### src/hdl/pbm_pkg.sv
// Shared types, character constants and the character classifier of the boundary marker.
package pbm_pkg;

	// Widest codepoint the classifier looks at
	localparam int CP_MAX_BITS = 21;

	localparam logic [CP_MAX_BITS-1:0] CP_APOS  = 21'h27;
	localparam logic [CP_MAX_BITS-1:0] CP_SPACE = 21'h20;
	localparam logic [CP_MAX_BITS-1:0] CP_LOW_S = 21'h73;
	localparam logic [CP_MAX_BITS-1:0] CP_LOW_T = 21'h74;
	localparam logic [CP_MAX_BITS-1:0] CP_LOW_M = 21'h6D;
	localparam logic [CP_MAX_BITS-1:0] CP_LOW_D = 21'h64;
	localparam logic [CP_MAX_BITS-1:0] CP_LOW_R = 21'h72;
	localparam logic [CP_MAX_BITS-1:0] CP_LOW_V = 21'h76;
	localparam logic [CP_MAX_BITS-1:0] CP_LOW_E = 21'h65;
	localparam logic [CP_MAX_BITS-1:0] CP_LOW_L = 21'h6C;

	typedef enum logic [1:0] {
		CLS_LET,
		CLS_DIG,
		CLS_SPC,
		CLS_OTH
	} cls_t;

	// Classified work for one codepoint, handed from the front to the back
	typedef struct packed {
		cls_t c_cls;
		cls_t c1_cls;
		logic is_apos;
		logic is_space;
		logic short_ctr;
		logic long_ctr;
		logic last;
	} job_t;

	function automatic cls_t cp_class(input logic [CP_MAX_BITS-1:0] c);
		cls_t r;
		if (c inside {[21'h41:21'h5A], [21'h61:21'h7A], [21'hC0:21'hD6], [21'hD8:21'hF6],
				[21'hF8:21'h131], [21'h134:21'h143]}) begin
			r = CLS_LET;
		end else if (c inside {[21'h30:21'h39], 21'hB2, 21'hB3, 21'hB9}) begin
			r = CLS_DIG;
		end else if (c inside {[21'h08:21'h0D], [21'h1C:21'h20], 21'h85, 21'hA0}) begin
			r = CLS_SPC;
		end else begin
			r = CLS_OTH;
		end
		return r;
	endfunction

endpackage

### src/hdl/pbm_fifo.sv
// Two-entry queue used between front and back and in front of the result ports.
module pbm_fifo #(
	parameter int WIDTH = 8
) (
	input  logic             clk,
	input  logic             arst_n,
	input  logic             wr_en,
	input  logic [WIDTH-1:0] wr_data,
	output logic             full,
	input  logic             rd_en,
	output logic [WIDTH-1:0] rd_data,
	output logic             empty
);

	logic [WIDTH-1:0] mem_q [2];
	logic             wptr_q;
	logic             rptr_q;
	logic [1:0]       count_q;
	logic             do_wr;
	logic             do_rd;

	assign full    = (count_q == 2'd2);
	assign empty   = (count_q == 2'd0);
	assign do_wr   = wr_en & ~full;
	assign do_rd   = rd_en & ~empty;
	assign rd_data = mem_q[rptr_q];

	// Advance pointers and occupancy
	always_ff @(posedge clk or negedge arst_n) begin
		if (!arst_n) begin
			wptr_q  <= 1'b0;
			rptr_q  <= 1'b0;
			count_q <= 2'd0;
		end else begin
			if (do_wr) wptr_q <= ~wptr_q;
			if (do_rd) rptr_q <= ~rptr_q;
			if (do_wr && !do_rd) count_q <= count_q + 2'd1;
			else if (do_rd && !do_wr) count_q <= count_q - 2'd1;
		end
	end

	// Store the incoming entry
	always_ff @(posedge clk) begin
		if (do_wr) mem_q[wptr_q] <= wr_data;
	end

endmodule

### src/hdl/pbm_front.sv
// Front end: holds the two-codepoint lookahead window, classifies and issues jobs.
module pbm_front #(
	parameter int CODEPOINT_BITS = 11
) (
	input  logic                      clk,
	input  logic                      arst_n,
	input  logic                      push,
	output logic                      full,
	input  logic [CODEPOINT_BITS-1:0] codepoint,
	input  logic                      end_of_text,
	output logic                      job_push,
	input  logic                      job_full,
	output logic [CODEPOINT_BITS-1:0] job_char,
	output pbm_pkg::job_t             job
);

	logic [CODEPOINT_BITS-1:0] hold_q [3];
	logic [1:0]                n_q;
	logic                      flush_q;
	logic                      accept;
	logic [CODEPOINT_BITS-1:0] c1_raw;
	logic [CODEPOINT_BITS-1:0] c2_raw;
	logic                      c1_ok;
	logic                      c2_ok;
	logic [pbm_pkg::CP_MAX_BITS-1:0] cw;
	logic [pbm_pkg::CP_MAX_BITS-1:0] c1w;
	logic [pbm_pkg::CP_MAX_BITS-1:0] c2w;

	assign full   = flush_q | ((n_q == 2'd2) & job_full);
	assign accept = push & ~full;

	// Pick the window for the job being issued
	always_comb begin
		if (flush_q) begin
			c1_raw = hold_q[1];
			c2_raw = hold_q[2];
			c1_ok  = (n_q >= 2'd2);
			c2_ok  = (n_q == 2'd3);
		end else begin
			c1_raw = hold_q[1];
			c2_raw = codepoint;
			c1_ok  = 1'b1;
			c2_ok  = 1'b1;
		end
	end

	assign job_push = flush_q ? ~job_full : (accept & ~end_of_text & (n_q == 2'd2));
	assign job_char = hold_q[0];

	assign cw  = pbm_pkg::CP_MAX_BITS'(hold_q[0]);
	assign c1w = pbm_pkg::CP_MAX_BITS'(c1_raw);
	assign c2w = pbm_pkg::CP_MAX_BITS'(c2_raw);

	// Classify the codepoint and its lookahead; a missing lookahead is other
	always_comb begin
		job.c_cls     = pbm_pkg::cp_class(cw);
		job.c1_cls    = c1_ok ? pbm_pkg::cp_class(c1w) : pbm_pkg::CLS_OTH;
		job.is_apos   = (cw == pbm_pkg::CP_APOS);
		job.is_space  = (cw == pbm_pkg::CP_SPACE);
		job.short_ctr = c1_ok && ((c1w == pbm_pkg::CP_LOW_S) || (c1w == pbm_pkg::CP_LOW_T) ||
			(c1w == pbm_pkg::CP_LOW_M) || (c1w == pbm_pkg::CP_LOW_D));
		job.long_ctr  = c1_ok && c2_ok &&
			(((c1w == pbm_pkg::CP_LOW_R) && (c2w == pbm_pkg::CP_LOW_E)) ||
			 ((c1w == pbm_pkg::CP_LOW_V) && (c2w == pbm_pkg::CP_LOW_E)) ||
			 ((c1w == pbm_pkg::CP_LOW_L) && (c2w == pbm_pkg::CP_LOW_L)));
		job.last      = flush_q && (n_q == 2'd1);
	end

	// Track window fill and the end-of-text drain
	always_ff @(posedge clk or negedge arst_n) begin
		if (!arst_n) begin
			n_q     <= 2'd0;
			flush_q <= 1'b0;
		end else if (flush_q) begin
			if (!job_full) begin
				n_q <= n_q - 2'd1;
				if (n_q == 2'd1) flush_q <= 1'b0;
			end
		end else if (accept) begin
			if (end_of_text) begin
				n_q     <= n_q + 2'd1;
				flush_q <= 1'b1;
			end else if (n_q != 2'd2) begin
				n_q <= n_q + 2'd1;
			end
		end
	end

	// Shift or fill the window
	always_ff @(posedge clk) begin
		if (flush_q) begin
			if (!job_full) begin
				hold_q[0] <= hold_q[1];
				hold_q[1] <= hold_q[2];
			end
		end else if (accept) begin
			if (!end_of_text && (n_q == 2'd2)) begin
				hold_q[0] <= hold_q[1];
				hold_q[1] <= codepoint;
			end else begin
				hold_q[n_q] <= codepoint;
			end
		end
	end

	a_flush_has_data: assert property (@(posedge clk) disable iff (!arst_n)
		flush_q |-> (n_q != 2'd0)) else $error("drain with empty window");
	a_full_window_only_in_drain: assert property (@(posedge clk) disable iff (!arst_n)
		(n_q == 2'd3) |-> flush_q) else $error("three held codepoints outside drain");

endmodule

### src/hdl/pbm_back.sv
// Back end: applies the split rule with run state and emits one result per job.
module pbm_back #(
	parameter int CODEPOINT_BITS = 11
) (
	input  logic                      clk,
	input  logic                      arst_n,
	input  logic                      job_empty,
	output logic                      job_pop,
	input  logic [CODEPOINT_BITS-1:0] job_char,
	input  pbm_pkg::job_t             job,
	input  logic                      res_full,
	output logic                      res_push,
	output logic [CODEPOINT_BITS+1:0] res_data
);

	typedef enum logic [2:0] {
		MODE_NONE,
		MODE_LET,
		MODE_DIG,
		MODE_OTH,
		MODE_SPC
	} mode_t;

	mode_t      mode_q;
	mode_t      next_mode;
	logic       tie_q;
	logic       next_tie;
	logic [1:0] skip_q;
	logic [1:0] next_skip;
	logic       split;
	logic       start;
	logic       lead;

	assign job_pop  = ~job_empty & ~res_full;
	assign res_push = job_pop;
	assign res_data = {job_char, start, job.last};
	assign lead     = tie_q & job.is_space;

	// Decide whether this codepoint opens a pre-token
	always_comb begin
		split     = 1'b0;
		next_mode = mode_q;
		next_skip = skip_q;
		next_tie  = 1'b0;
		start     = tie_q;
		if (skip_q != 2'd0) begin
			start     = 1'b0;
			next_skip = skip_q - 2'd1;
			next_tie  = tie_q;
		end else if (job.is_apos && job.short_ctr) begin
			start     = 1'b1;
			next_skip = 2'd1;
			next_tie  = 1'b1;
		end else if (job.is_apos && job.long_ctr) begin
			start     = 1'b1;
			next_skip = 2'd2;
			next_tie  = 1'b1;
		end else begin
			case (mode_q)
				MODE_NONE: begin
					if (job.c_cls == pbm_pkg::CLS_LET || (lead && job.c1_cls == pbm_pkg::CLS_LET))
						next_mode = MODE_LET;
					else if (job.c_cls == pbm_pkg::CLS_DIG ||
							(lead && job.c1_cls == pbm_pkg::CLS_DIG))
						next_mode = MODE_DIG;
					else if (job.c_cls == pbm_pkg::CLS_OTH ||
							(lead && job.c1_cls == pbm_pkg::CLS_OTH))
						next_mode = MODE_OTH;
					else if (job.c_cls == pbm_pkg::CLS_SPC && job.c1_cls == pbm_pkg::CLS_SPC)
						next_mode = MODE_SPC;
					else
						split = 1'b1;
				end
				MODE_LET: split = (job.c_cls != pbm_pkg::CLS_LET);
				MODE_DIG: split = (job.c_cls != pbm_pkg::CLS_DIG);
				MODE_OTH: split = (job.c_cls != pbm_pkg::CLS_OTH);
				MODE_SPC: split = (job.c1_cls == pbm_pkg::CLS_LET) ||
					(job.c1_cls == pbm_pkg::CLS_DIG);
				default: split = 1'b0;
			endcase
			if (split) begin
				next_mode = MODE_NONE;
				start     = 1'b1;
			end
		end
	end

	// Hold run state; drop it after the final codepoint of a text
	always_ff @(posedge clk or negedge arst_n) begin
		if (!arst_n) begin
			mode_q <= MODE_NONE;
			tie_q  <= 1'b1;
			skip_q <= 2'd0;
		end else if (job_pop) begin
			if (job.last) begin
				mode_q <= MODE_NONE;
				tie_q  <= 1'b1;
				skip_q <= 2'd0;
			end else begin
				mode_q <= next_mode;
				tie_q  <= next_tie;
				skip_q <= next_skip;
			end
		end
	end

	a_skip_range: assert property (@(posedge clk) disable iff (!arst_n)
		skip_q != 2'd3) else $error("contraction skip out of range");
	a_skip_no_start: assert property (@(posedge clk) disable iff (!arst_n)
		(job_pop && skip_q != 2'd0) |-> !start) else $error("start inside contraction");
	a_text_restart: assert property (@(posedge clk) disable iff (!arst_n)
		(job_pop && job.last) |=> (tie_q && skip_q == 2'd0 && mode_q == MODE_NONE))
		else $error("state not cleared after end of text");

endmodule

### src/hdl/pretokenizer_boundary_marker.sv
// Top level of the pre-token boundary marker: front, job queue, back and result queue.
//
// Usage:
//   Input side is a queue write port: drive codepoint and end_of_text with push;
//   a transaction happens on a clock edge with push high and full low.
//   Result side is a queue read port: while empty is low, char_out, token_start
//   and last show the oldest result; it is taken on an edge with pop high.
//   One result comes out per input codepoint, in input order. A codepoint is
//   decided once the two after it have arrived; its job is queued at the edge
//   that accepts the second of them, and empty drops once the back has
//   moved it on into the result queue. The transaction with end_of_text high
//   drains all held codepoints (up to three): full stays high while they are
//   issued, then the next text starts clean.
//   Throughput is one codepoint per cycle while pop keeps up, set by the front's
//   window shift and the back's combinational decision; the drain above stalls input.
//   A two-entry queue between front and back and another at the result ports
//   let either side stall on its own; when pop stays low, the result queue
//   fills, then the job queue, then full rises.
//   arst_n low clears the window, the run state and both queues.
module pretokenizer_boundary_marker #(
	parameter int CODEPOINT_BITS = 11
) (
	input  logic                      clk,
	input  logic                      arst_n,
	input  logic                      push,
	output logic                      full,
	input  logic [CODEPOINT_BITS-1:0] codepoint,
	input  logic                      end_of_text,
	output logic                      empty,
	input  logic                      pop,
	output logic [CODEPOINT_BITS-1:0] char_out,
	output logic                      token_start,
	output logic                      last
);

	localparam int JOB_W = CODEPOINT_BITS + $bits(pbm_pkg::job_t);
	localparam int RES_W = CODEPOINT_BITS + 2;

	logic                      fr_push;
	logic [CODEPOINT_BITS-1:0] fr_char;
	pbm_pkg::job_t             fr_job;
	logic                      jq_full;
	logic                      jq_empty;
	logic [JOB_W-1:0]          jq_rd;
	logic                      bk_pop;
	logic                      rq_full;
	logic                      rq_push;
	logic [RES_W-1:0]          rq_wr;
	logic [RES_W-1:0]          rq_rd;

	pbm_front #(.CODEPOINT_BITS(CODEPOINT_BITS)) u_front (
		.clk        (clk),
		.arst_n     (arst_n),
		.push       (push),
		.full       (full),
		.codepoint  (codepoint),
		.end_of_text(end_of_text),
		.job_push   (fr_push),
		.job_full   (jq_full),
		.job_char   (fr_char),
		.job        (fr_job)
	);

	pbm_fifo #(.WIDTH(JOB_W)) u_job_q (
		.clk    (clk),
		.arst_n (arst_n),
		.wr_en  (fr_push),
		.wr_data({fr_char, fr_job}),
		.full   (jq_full),
		.rd_en  (bk_pop),
		.rd_data(jq_rd),
		.empty  (jq_empty)
	);

	pbm_back #(.CODEPOINT_BITS(CODEPOINT_BITS)) u_back (
		.clk      (clk),
		.arst_n   (arst_n),
		.job_empty(jq_empty),
		.job_pop  (bk_pop),
		.job_char (jq_rd[JOB_W-1 -: CODEPOINT_BITS]),
		.job      (pbm_pkg::job_t'(jq_rd[$bits(pbm_pkg::job_t)-1:0])),
		.res_full (rq_full),
		.res_push (rq_push),
		.res_data (rq_wr)
	);

	pbm_fifo #(.WIDTH(RES_W)) u_res_q (
		.clk    (clk),
		.arst_n (arst_n),
		.wr_en  (rq_push),
		.wr_data(rq_wr),
		.full   (rq_full),
		.rd_en  (pop),
		.rd_data(rq_rd),
		.empty  (empty)
	);

	assign char_out    = rq_rd[RES_W-1:2];
	assign token_start = rq_rd[1];
	assign last        = rq_rd[0];

endmodule
### config.mk
export PLATFORM = sky130hd
export DESIGN_NAME = pretokenizer_boundary_marker
export DESIGN_NICKNAME = d
export VERILOG_FILES = /design/src/hdl/pbm_pkg.sv /design/src/hdl/pbm_fifo.sv /design/src/hdl/pbm_front.sv /design/src/hdl/pbm_back.sv /design/src/hdl/pretokenizer_boundary_marker.sv
export SDC_FILE = /design/constraint.sdc
export NUM_CORES = 1
export LEC_CHECK = 0
export BUFFER_PORTS_ARGS = -buffer_cell sky130_fd_sc_hd__clkbuf_2
export CORE_MARGIN = 5
export CORE_UTILIZATION = 61
export CTS_CLUSTER_DIAMETER = 120
export CTS_CLUSTER_SIZE = 30
export DETAILED_ROUTE_END_ITERATION = 6
export HOLD_SLACK_MARGIN = 0.05
export PLACE_DENSITY_LB_ADDON = 0.25
export SLEW_MARGIN = 20
export SYNTH_ARGS = -nofsm -noshare
export SYNTH_HDL_FRONTEND = slang
export SYNTH_HIERARCHICAL = 1
export SYNTH_SLANG_ARGS = --single-unit
### constraint.sdc
create_clock -name clk -period 7.5 [get_ports clk]
set_input_delay 0.375 -clock clk [delete_from_list [all_inputs] [get_ports clk]]
set_output_delay 0.375 -clock clk [all_outputs]
set_load 0.02 [all_outputs]
==> flow_summary_export.csv, run 1 <==
group,metric,value,unit
timing,fin_crit_sh,0.355,
detailed_routing,wl_per_cell,17.8,µm
global_routing,grt_usage,0.196,
finish,final_nets,475,
placed_design,numPortBuffers,30,
synth,synthesis.nets,459,
worst_hold_path,hold_class,"in2reg",
worst_setup_path,cp-end-kind,"register",
timing,rsz0062_at_grt,"false",
pwr,ir_drop,0.265,mV
detailed_routing,dr.pass1.iters,7,
timing,skew,8.83,ps
status,outcome,"finished clean",
placed_design,gp_congestion,0.892,
timing,setup_viol,0,
die,dieWidth,107,µm
pwr,combPwrFrac,0.333,
timing,fmax,376,MHz
finish,nFillCells,646,
cts,cts_max_path_buffers,2,
die,io_pins,31,
timing,max_slew_margin,0.365,
detailed_routing,wl_met3,512,µm
die,core_area,9200,µm²
global_routing,grt_pass1_wl,17300,µm
timing,tns,0,ps
worst_setup_path,critPathArrivalTime,2960,ps
synth,synth-async-reset-ratio,0.147,
cts,clock-root-buffer,"clkbuf_8",
pwr,powerDensity,502,nW/µm²
cts,ctsResizeCount,0,
die,initial_core_util,0.622,
synth,synth_edf_count,99,
die,die_area,11400,µm²
worst_setup_path,critPathKind,"reg2reg",
detailed_routing,drc,0,
timing,finalHoldViolCount,0,
worst_setup_path,worstSetupStartpointType,"register",
detailed_routing,via_count,3535,
pwr,clock_power_share,0.231,
finish,diodes,0,
timing,worst_slew_pin_slew,949,ps
detailed_routing,top_layer,"met4",
finish,fin_area,6390,µm²
pwr,total_leakage_power,2.31,nW
cts,insertion_delay,510,ps
synth,netlist_area,5720,µm²
die,die_y,107,µm
synth,netlist_instances,437,
die,rows,35,
synth,synth_ff_type,"edfxtp_1",
pwr,seqPwrFrac,0.437,
placed_design,dpl.hpwl,6920,µm
detailed_routing,met1Wirelength,4270,µm
cts,htreeDepth,4,
detailed_routing,vias_per_cell,6.13,
cts,clk_pin_slew,60,ps
finish,multiInputGateArea,2060,µm²
synth,synth_cell_types,62,
finish,area_growth,11.7,%
finish,drive_above_1_share,0.217,
cts,cts_inserted_buffers,17,
detailed_routing,antenna_left,0,
synth,syn_avg_cell_area,13.1,µm²
pwr,intPower,2.06,mW
global_routing,grt_overflow,0,
synth,synth-seq-area-share,0.594,
detailed_routing,dr_wl_met2,5310,µm
worst_setup_path,cp_data_required_time,7800,ps
cts,cts_tree,"yes",
detailed_routing,totalWireLength,10200,µm
global_routing,grt_pass1_vias,3486,
pwr,switching_power,1.15,mW
worst_setup_path,path_max_fanout,21,
detailed_routing,first_iter_violations,176,
finish,seqCellArea,3400,µm²
synth,ys_seq_elements,116,
global_routing,antenna_found_initial,0,
timing,hold_slack,102,ps
timing,slew_violations,0,
timing,layout_min_cycle_time,2660,ps
job,drv_cap,0,
synth,synth_warnings,6,
global_routing,grt_max_degree,22,
placed_design,place_area,5810,µm²
cts,cts_sinks,116,
pwr,swShare,0.359,
through the flow:
stage          total power, mW  setup WS, ps  utilization  instances
2_1_floorplan             2.26          4990            -        437
3_3_place_gp              2.42          4890        0.632        543
3_5_place_dp              2.47          4870        0.632        543
4_1_cts                   3.22          4850        0.693        576
5_1_grt                   3.42          4660        0.695        577
6_report                  3.21          4840        0.695        577
flip-flops by register name, summed over array words and instances (netlist names):
name	flops
u_job_q/mem_q	40
u_job_q/rptr_q	1
u_front/flush_q	1
u_front/hold_q	33
u_res_q/count_q	2
u_job_q/wptr_q	1
u_res_q/mem_q	26
u_front/n_q	2
u_back/mode_q	3
u_job_q/count_q	2
u_back/skip_q	2
u_res_q/rptr_q	1
u_back/tie_q	1
u_res_q/wptr_q	1
worst max-delay path: stages (launching register included):
cell and delay [ps]:
dfrtp_1 920, mux2_1 490, nor4b_1 400, and3_1 230, o41ai_1 80, a311oi_1 330
synth_stat cells, types with 9 or more instances:
library cell   n  area share
mux2_1        23       0.045
nor2_1        24       0.016
nand3_1        9      0.0079
o21ai_0       12       0.010
clkbuf_1      16       0.010
nand2_1       20       0.013
a21oi_1       14       0.012
inv_1         14      0.0092
dfrtp_1       16       0.070
edfxtp_1      99        0.52
mux2_2        24       0.047
mux2_4         9       0.024
buf_4         16       0.021
nand2b_1       9      0.0098
path summary, 6_finish.rpt:
kind                                     start              endpoint  slack, ps  cells past startpoint
worst max-delay path            u_job_q/rptr_q   u_res_q/mem_q[0][1]       4840                      5
worst min-delay path              codepoint[3]  u_front/hold_q[2][3]        100                      1
worst max register to register  u_job_q/rptr_q   u_res_q/mem_q[0][1]       4840                      5
worst min register to register  u_job_q/wptr_q        u_job_q/wptr_q        510                      1
max in group asynchronous               arst_n          u_back/tie_q       6820                      2
min in group asynchronous               arst_n    u_res_q/count_q[1]        340                      2
cells by family (layout without fill, tap and decap cells):
kind of cell,after synthesis,in the layout,share of synthesized area
AOI/OAI and AO/OA,78,78,0.0953
xor gates and xnor gates,13,13,0.0199
adders and majority gates,6,6,0.0131
buffers and inverters,51,80,0.0472
DFF,116,116,0.594
muxes,58,58,0.120
and+or+nand+nor,115,115,0.111
power groups by stage:
stage	Clock [mW]	Sequential, mW	Combinational (mW)
3_5_place_dp	0	1.41	1.06
4_1_cts	0.753	1.40	1.07
3_3_place_gp	0	1.39	1.03
2_1_floorplan	0	1.22	1.04
6_report	0.740	1.40	1.07
5_1_grt	0.786	1.45	1.19
cells in the final DEF (no fill, tap or decap), types with 4 or more instances in the layout:
cell type	instances
nand3b_1	4
nand3_1	9
a21oi_1	14
nor2_1	23
and3_1	5
edfxtp_1	99
mux2_1	23
clkbuf_16	17
xor2_1	5
clkbuf_1	4
inv_1	14
nor3_1	8
a21o_1	5
clkinvlp_4	4
nor4_1	4
dfrtp_1	16
nand4_1	4
o31ai_1	4
nand2_1	20
ha_1	6
clkbuf_2	30
a31oi_1	4
nor3b_1	4
xnor2_1	8
nor2b_1	7
o21ai_0	12
mux2_2	24
a211oi_1	8
nand2b_1	9
nand4b_1	4
or3_1	4
mux2_4	9
layer usage:
layer,up-vias,global-route usage
li1,1693,-
met1,1717,0.243
met2,107,0.333
met3,18,0.0482
met4,0,0.0740
met5,-,0
timing repair:
action	in CTS	in global routing
hold buffers	1	0
endpoints found under the hold margin	16	0
buffers inserted	0	0
area by class of cell:
| cell class | instances | share of cell area |
|---|---|---|
| inverter | 15 | 0.00920 |
| sequential | 116 | 0.532 |
| multi-input combinational | 270 | 0.323 |
| clock buffer | 24 | 0.0754 |
| clock inverter | 8 | 0.0117 |
| timing repair buffer | 33 | 0.0274 |
| tap | 111 | 0.0217 |
Note: power is estimated with default switching activity, not from simulation.
==> run 2: changes to the inputs <==
--- a/config.mk
+++ b/config.mk
@@ -7,7 +7,7 @@
 export LEC_CHECK = 0
 export BUFFER_PORTS_ARGS = -buffer_cell sky130_fd_sc_hd__clkbuf_2
 export CORE_MARGIN = 5
-export CORE_UTILIZATION = 61
+export CORE_UTILIZATION = 55
 export CTS_CLUSTER_DIAMETER = 120
 export CTS_CLUSTER_SIZE = 30
 export DETAILED_ROUTE_END_ITERATION = 6
==> constraint.sdc (replaced) <==
create_clock -name clk -period 2.3 [get_ports clk]
set_input_delay 0.115 -clock clk [delete_from_list [all_inputs] [get_ports clk]]
set_output_delay 0.115 -clock clk [all_outputs]
set_load 0.02 [all_outputs]
==> flow_summary_export.csv, run 2 (synthesis gave the netlist of run 1 again) <==
group,metric,value,unit
global_routing,antenna_found_initial,0,
placed_design,place_ws,75.3,ps
die,initial_core_util,0.559,
timing,max_slew_margin,0.534,
finish,final_common_cell,"edfxtp_1",
global_routing,grt_usage,0.176,
global_routing,grt_pass1_wl,17600,µm
global_routing,grt_pass1_vias,3625,
detailed_routing,first_iter_violations,174,
finish,largest_reg_flops,40,
global_routing,met2_usage,0.301,
finish,fin_area,6690,µm²
worst_setup_path,cp-end-kind,"register",
detailed_routing,drc,0,
global_routing,top_usage_layer,"met2",
cts,insertion_delay,520,ps
status,outcome,"finished clean",
timing,finalHoldViolCount,0,
cts,clock-root-buffer,"clkbuf_8",
die,die_y,112,µm
worst_setup_path,critPathArrivalTime,2560,ps
finish,area_growth,16.8,%
die,core_area,10200,µm²
die,die_area,12500,µm²
pwr,ir_drop,0.739,mV
cts,cts_sinks,116,
timing,skew,8.53,ps
global_routing,gr-usage-met3,0.0415,
finish,layout_common_cells,"99 x edfxtp_1, 30 x clkbuf_2, 25 x mux2_2, 23 x nor2_1, 22 x mux2_1",
timing,setup_viol,0,
detailed_routing,antenna_left,0,
placed_design,gp_congestion,0.874,
detailed_routing,vias_per_cell,5.74,
timing,fin_crit_sh,0.940,
worst_setup_path,path_max_fanout,13,
finish,nFillCells,772,
worst_setup_path,worstSetupStartpointType,"register",
placed_design,numPortBuffers,30,
global_routing,grt_max_degree,21,
worst_hold_path,hold_class,"in2async",
worst_setup_path,critPathKind,"reg2reg",
die,rows,37,
finish,final_nets,504,
finish,reg_top3,"u_job_q/mem_q: 40 flops, u_front/hold_q: 33 flops, u_res_q/mem_q: 26 flops",
cts,cts_inserted_buffers,17,
die,dieWidth,112,µm
die,io_pins,31,
timing,rsz0062_at_grt,"false",
cts,htreeDepth,4,
timing,worst_slack,139,ps
detailed_routing,totalWireLength,10600,µm
cts,cts_max_path_buffers,2,
pwr,power.total,10.7,mW
pwr,total_leakage_power,2.45,nW
placed_design,place_area,5990,µm²
worst_setup_path,cp_data_required_time,2700,ps
finish,drive_above_1_share,0.251,
detailed_routing,wl_per_cell,16.8,µm
timing,worst_slew_pin_slew,698,ps
pwr,powerDensity,1600,nW/µm²
global_routing,grt_use_met1,0.213,
detailed_routing,via_count,3619,
timing,tns,0,ps
cts,cts_tree,"yes",
finish,diodes,0,
timing,slew_violations,0,
detailed_routing,dr.pass1.iters,5,
finish,regMostFlops,"u_job_q/mem_q",
timing,fmax,463,MHz
cts,clk_pin_slew,60,ps
timing,layout_min_cycle_time,2160,ps
global_routing,grt_overflow,0,
job,drv_cap,0,
placed_design,dpl.hpwl,7040,µm
run 2: what timing repair did:
action                     4_1_cts  5_1_grt
buffers inserted                 0        0
hold endpoints to repair        52        0
gates resized for setup          0        5
hold buffers                    15        0
setup endpoints to repair        0        6
run 2: power breakdown:
| part | switching (mW) | internal [mW] |
|---|---|---|
| sequential | 0.780 | 3.61 |
| clock | 1.01 | 1.35 |
| combinational | 2.18 | 1.78 |
run 2: cell type report:
class / count / area [µm²] / share of cell area
Sequential cell: 116 / 3400 / 0.509
Timing Repair Buffer: 62 / 453 / 0.0677
Multi-Input combinational cell: 270 / 2070 / 0.309
Clock inverter: 15 / 123 / 0.0183
Inverter: 15 / 58.8 / 0.00879
Clock buffer: 17 / 414 / 0.0619
Tap cell: 136 / 170 / 0.0254
run 2: stage by stage:
stage          utilization  hold slack, ps  cells
2_1_floorplan            -            -181    437
3_3_place_gp         0.585            80.3    584
3_5_place_dp         0.585            75.1    584
4_1_cts              0.652            59.7    631
5_1_grt              0.654             127    631
6_report             0.654            71.7    631
run 2: layer usage:
layer  part of all wire  vias up
li1                   -     1750
met1               0.43     1759
met2               0.51       90
met3              0.044       20
met4              0.017        0
met5                  0        -
run 2: final timing paths:
| path | start | end | slack, ps | depth (start not counted) |
|---|---|---|---|---|
| worst max register to register | u_job_q/rptr_q | u_back/skip_q[1] | 140 | 6 |
| min in group clk | codepoint[3] | u_front/hold_q[2][3] | 370 | 2 |
| max in group asynchronous | arst_n | u_back/tie_q | 1900 | 2 |
| worst min register to register | u_job_q/wptr_q | u_job_q/wptr_q | 520 | 1 |
| worst min-delay path | arst_n | u_res_q/count_q[1] | 70 | 2 |
| worst max-delay path | u_job_q/rptr_q | u_back/skip_q[1] | 140 | 6 |
run 2: critical path, cell delays in order, from the launching register on:
cell      delay, ps
dfrtp_2         470
buf_4           260
mux2_1          360
a211oi_1        390
nand2b_1        190
a21oi_1          90
a211oi_1        290
==> run 3: changes to the inputs <==
--- a/config.mk
+++ b/config.mk
@@ -7,7 +7,7 @@
 export LEC_CHECK = 0
 export BUFFER_PORTS_ARGS = -buffer_cell sky130_fd_sc_hd__clkbuf_2
 export CORE_MARGIN = 5
-export CORE_UTILIZATION = 55
+export CORE_UTILIZATION = 50
 export CTS_CLUSTER_DIAMETER = 120
 export CTS_CLUSTER_SIZE = 30
 export DETAILED_ROUTE_END_ITERATION = 6
==> flow_summary_export.csv, run 3 (synthesis gave the netlist of run 1 again) <==
group,metric,value,unit
detailed_routing,via_count,3581,
die,die_area,13700,µm²
finish,reg_top3,"u_job_q/mem_q: 40 flops, u_front/hold_q: 33 flops, u_res_q/mem_q: 26 flops",
finish,drive_above_1_share,0.238,
timing,finalHoldViolCount,0,
timing,max_slew_margin,0.529,
finish,post-route-util,0.599,
die,initial_core_util,0.506,
placed_design,numPortBuffers,30,
finish,layout_common_cells,"99 x edfxtp_1, 30 x clkbuf_2, 24 x mux2_2, 23 x nor2_1, 23 x mux2_1",
cts,cts_max_path_buffers,2,
cts,cts_tree,"yes",
timing,skew,7.84,ps
pwr,total_leakage_power,2.49,nW
global_routing,grt_usage,0.170,
worst_setup_path,crit_path_start,"u_job_q/rptr_q",
cts,cts_inserted_buffers,17,
detailed_routing,wl_per_cell,16.2,µm
detailed_routing,first_iter_violations,236,
global_routing,grt_pass1_wl,17500,µm
finish,multiInputGateArea,2060,µm²
global_routing,top_usage_layer,"met2",
global_routing,antenna_found_initial,0,
worst_setup_path,regToRegStartpoint,"u_job_q/rptr_q",
placed_design,place_ws,80.9,ps
worst_setup_path,path_max_fanout,9,
detailed_routing,dr.pass1.iters,4,
worst_setup_path,critPathArrivalTime,2490,ps
timing,slew_violations,0,
global_routing,grt_use_met1,0.198,
worst_setup_path,cp_data_required_time,2650,ps
detailed_routing,vias_per_cell,5.60,
cts,clk_pin_slew,50,ps
timing,fmax,468,MHz
timing,worst_slack,163,ps
cts,insertion_delay,410,ps
job,drv_cap,0,
die,core_area,11300,µm²
status,outcome,"finished clean",
pwr,ir_drop,0.830,mV
timing,hold_slack,99.2,ps
die,die_y,117,µm
worst_hold_path,hold_class,"in2reg",
global_routing,grt_overflow,0,
timing,setup_viol,0,
global_routing,met2_usage,0.280,
global_routing,gr-usage-met3,0.0447,
finish,final_cell_count_no_fill,639,
finish,final_common_cell,"edfxtp_1",
placed_design,place_inst,593,
pwr,powerDensity,1630,nW/µm²
cts,cts_sinks,116,
cts,post_cts_buffers,0,
finish,seqCellArea,3400,µm²
die,dieWidth,117,µm
die,io_pins,31,
placed_design,gp_congestion,0.868,
timing,layout_min_cycle_time,2140,ps
finish,diodes,0,
timing,fin_crit_sh,0.929,
finish,area_growth,18.4,%
worst_hold_path,min-delay-start,"push",
finish,regMostFlops,"u_job_q/mem_q",
worst_setup_path,critPathKind,"reg2reg",
timing,worst_slew_pin_slew,706,ps
pwr,power.total,11.1,mW
detailed_routing,antenna_left,0,
detailed_routing,drc,0,
placed_design,dpl.hpwl,7230,µm
die,rows,39,
global_routing,grt_max_degree,21,
placed_design,place_area,6010,µm²
finish,nFillCells,909,
worst_setup_path,worstSetupStartpointType,"register",
worst_setup_path,cp-end-kind,"register",
detailed_routing,totalWireLength,10400,µm
finish,largest_reg_flops,40,
cts,htreeDepth,4,
finish,fin_area,6780,µm²
global_routing,grt_pass1_vias,3642,
cts,clock-root-buffer,"clkbuf_16",
finish,final_nets,505,
timing,tns,0,ps
timing,rsz0062_at_grt,"false",
-- run 3: worst paths after layout --
kind,depth (start not counted),slack [ps],to
setup / recovery,6,160,u_back/mode_q[1]
hold / removal,3,100,u_front/flush_q
setup reg to reg,6,160,u_back/mode_q[1]
hold reg to reg,1,510,u_res_q/wptr_q
max in group asynchronous,2,1760,u_job_q/rptr_q
min in group asynchronous,2,190,u_res_q/count_q[0]
-- run 3: layout make-up --
type	count	share of cell area
clock buffer	19	0.0639
clock inverter	13	0.0277
inverter	15	0.00867
multi-input combinational	270	0.304
sequential	116	0.502
tap	143	0.0264
timing repair buffer	63	0.0676
-- run 3: what timing repair did --
action,in CTS,in global routing
hold endpoints to repair,30,0
endpoints found under the setup margin,0,25
gates resized for setup,0,3
hold buffers,14,0
-- run 3: worst max-delay path: stages (launching register included) --
cell	delay [ps]
dfrtp_2	480
mux2_1	440
nor4b_1	190
and3_1	210
o32a_1	370
nor4_1	280
a21o_1	110
-- run 3: power by group --
part / internal (mW) / leakage, nW / switching (mW)
Clock: 1.89 / 0.301 / 0.844
Combinational: 1.79 / 1.07 / 2.17
Sequential: 3.61 / 1.12 / 0.740
-- run 3: routing by layer --
| metal | part of all wire | routed length (µm) |
|---|---|---|
| met3 | 0.039 | 406 |
| met4 | 0.018 | 187 |
| met1 | 0.44 | 4530 |
| met5 | 0 | 0 |
| met2 | 0.51 | 5230 |
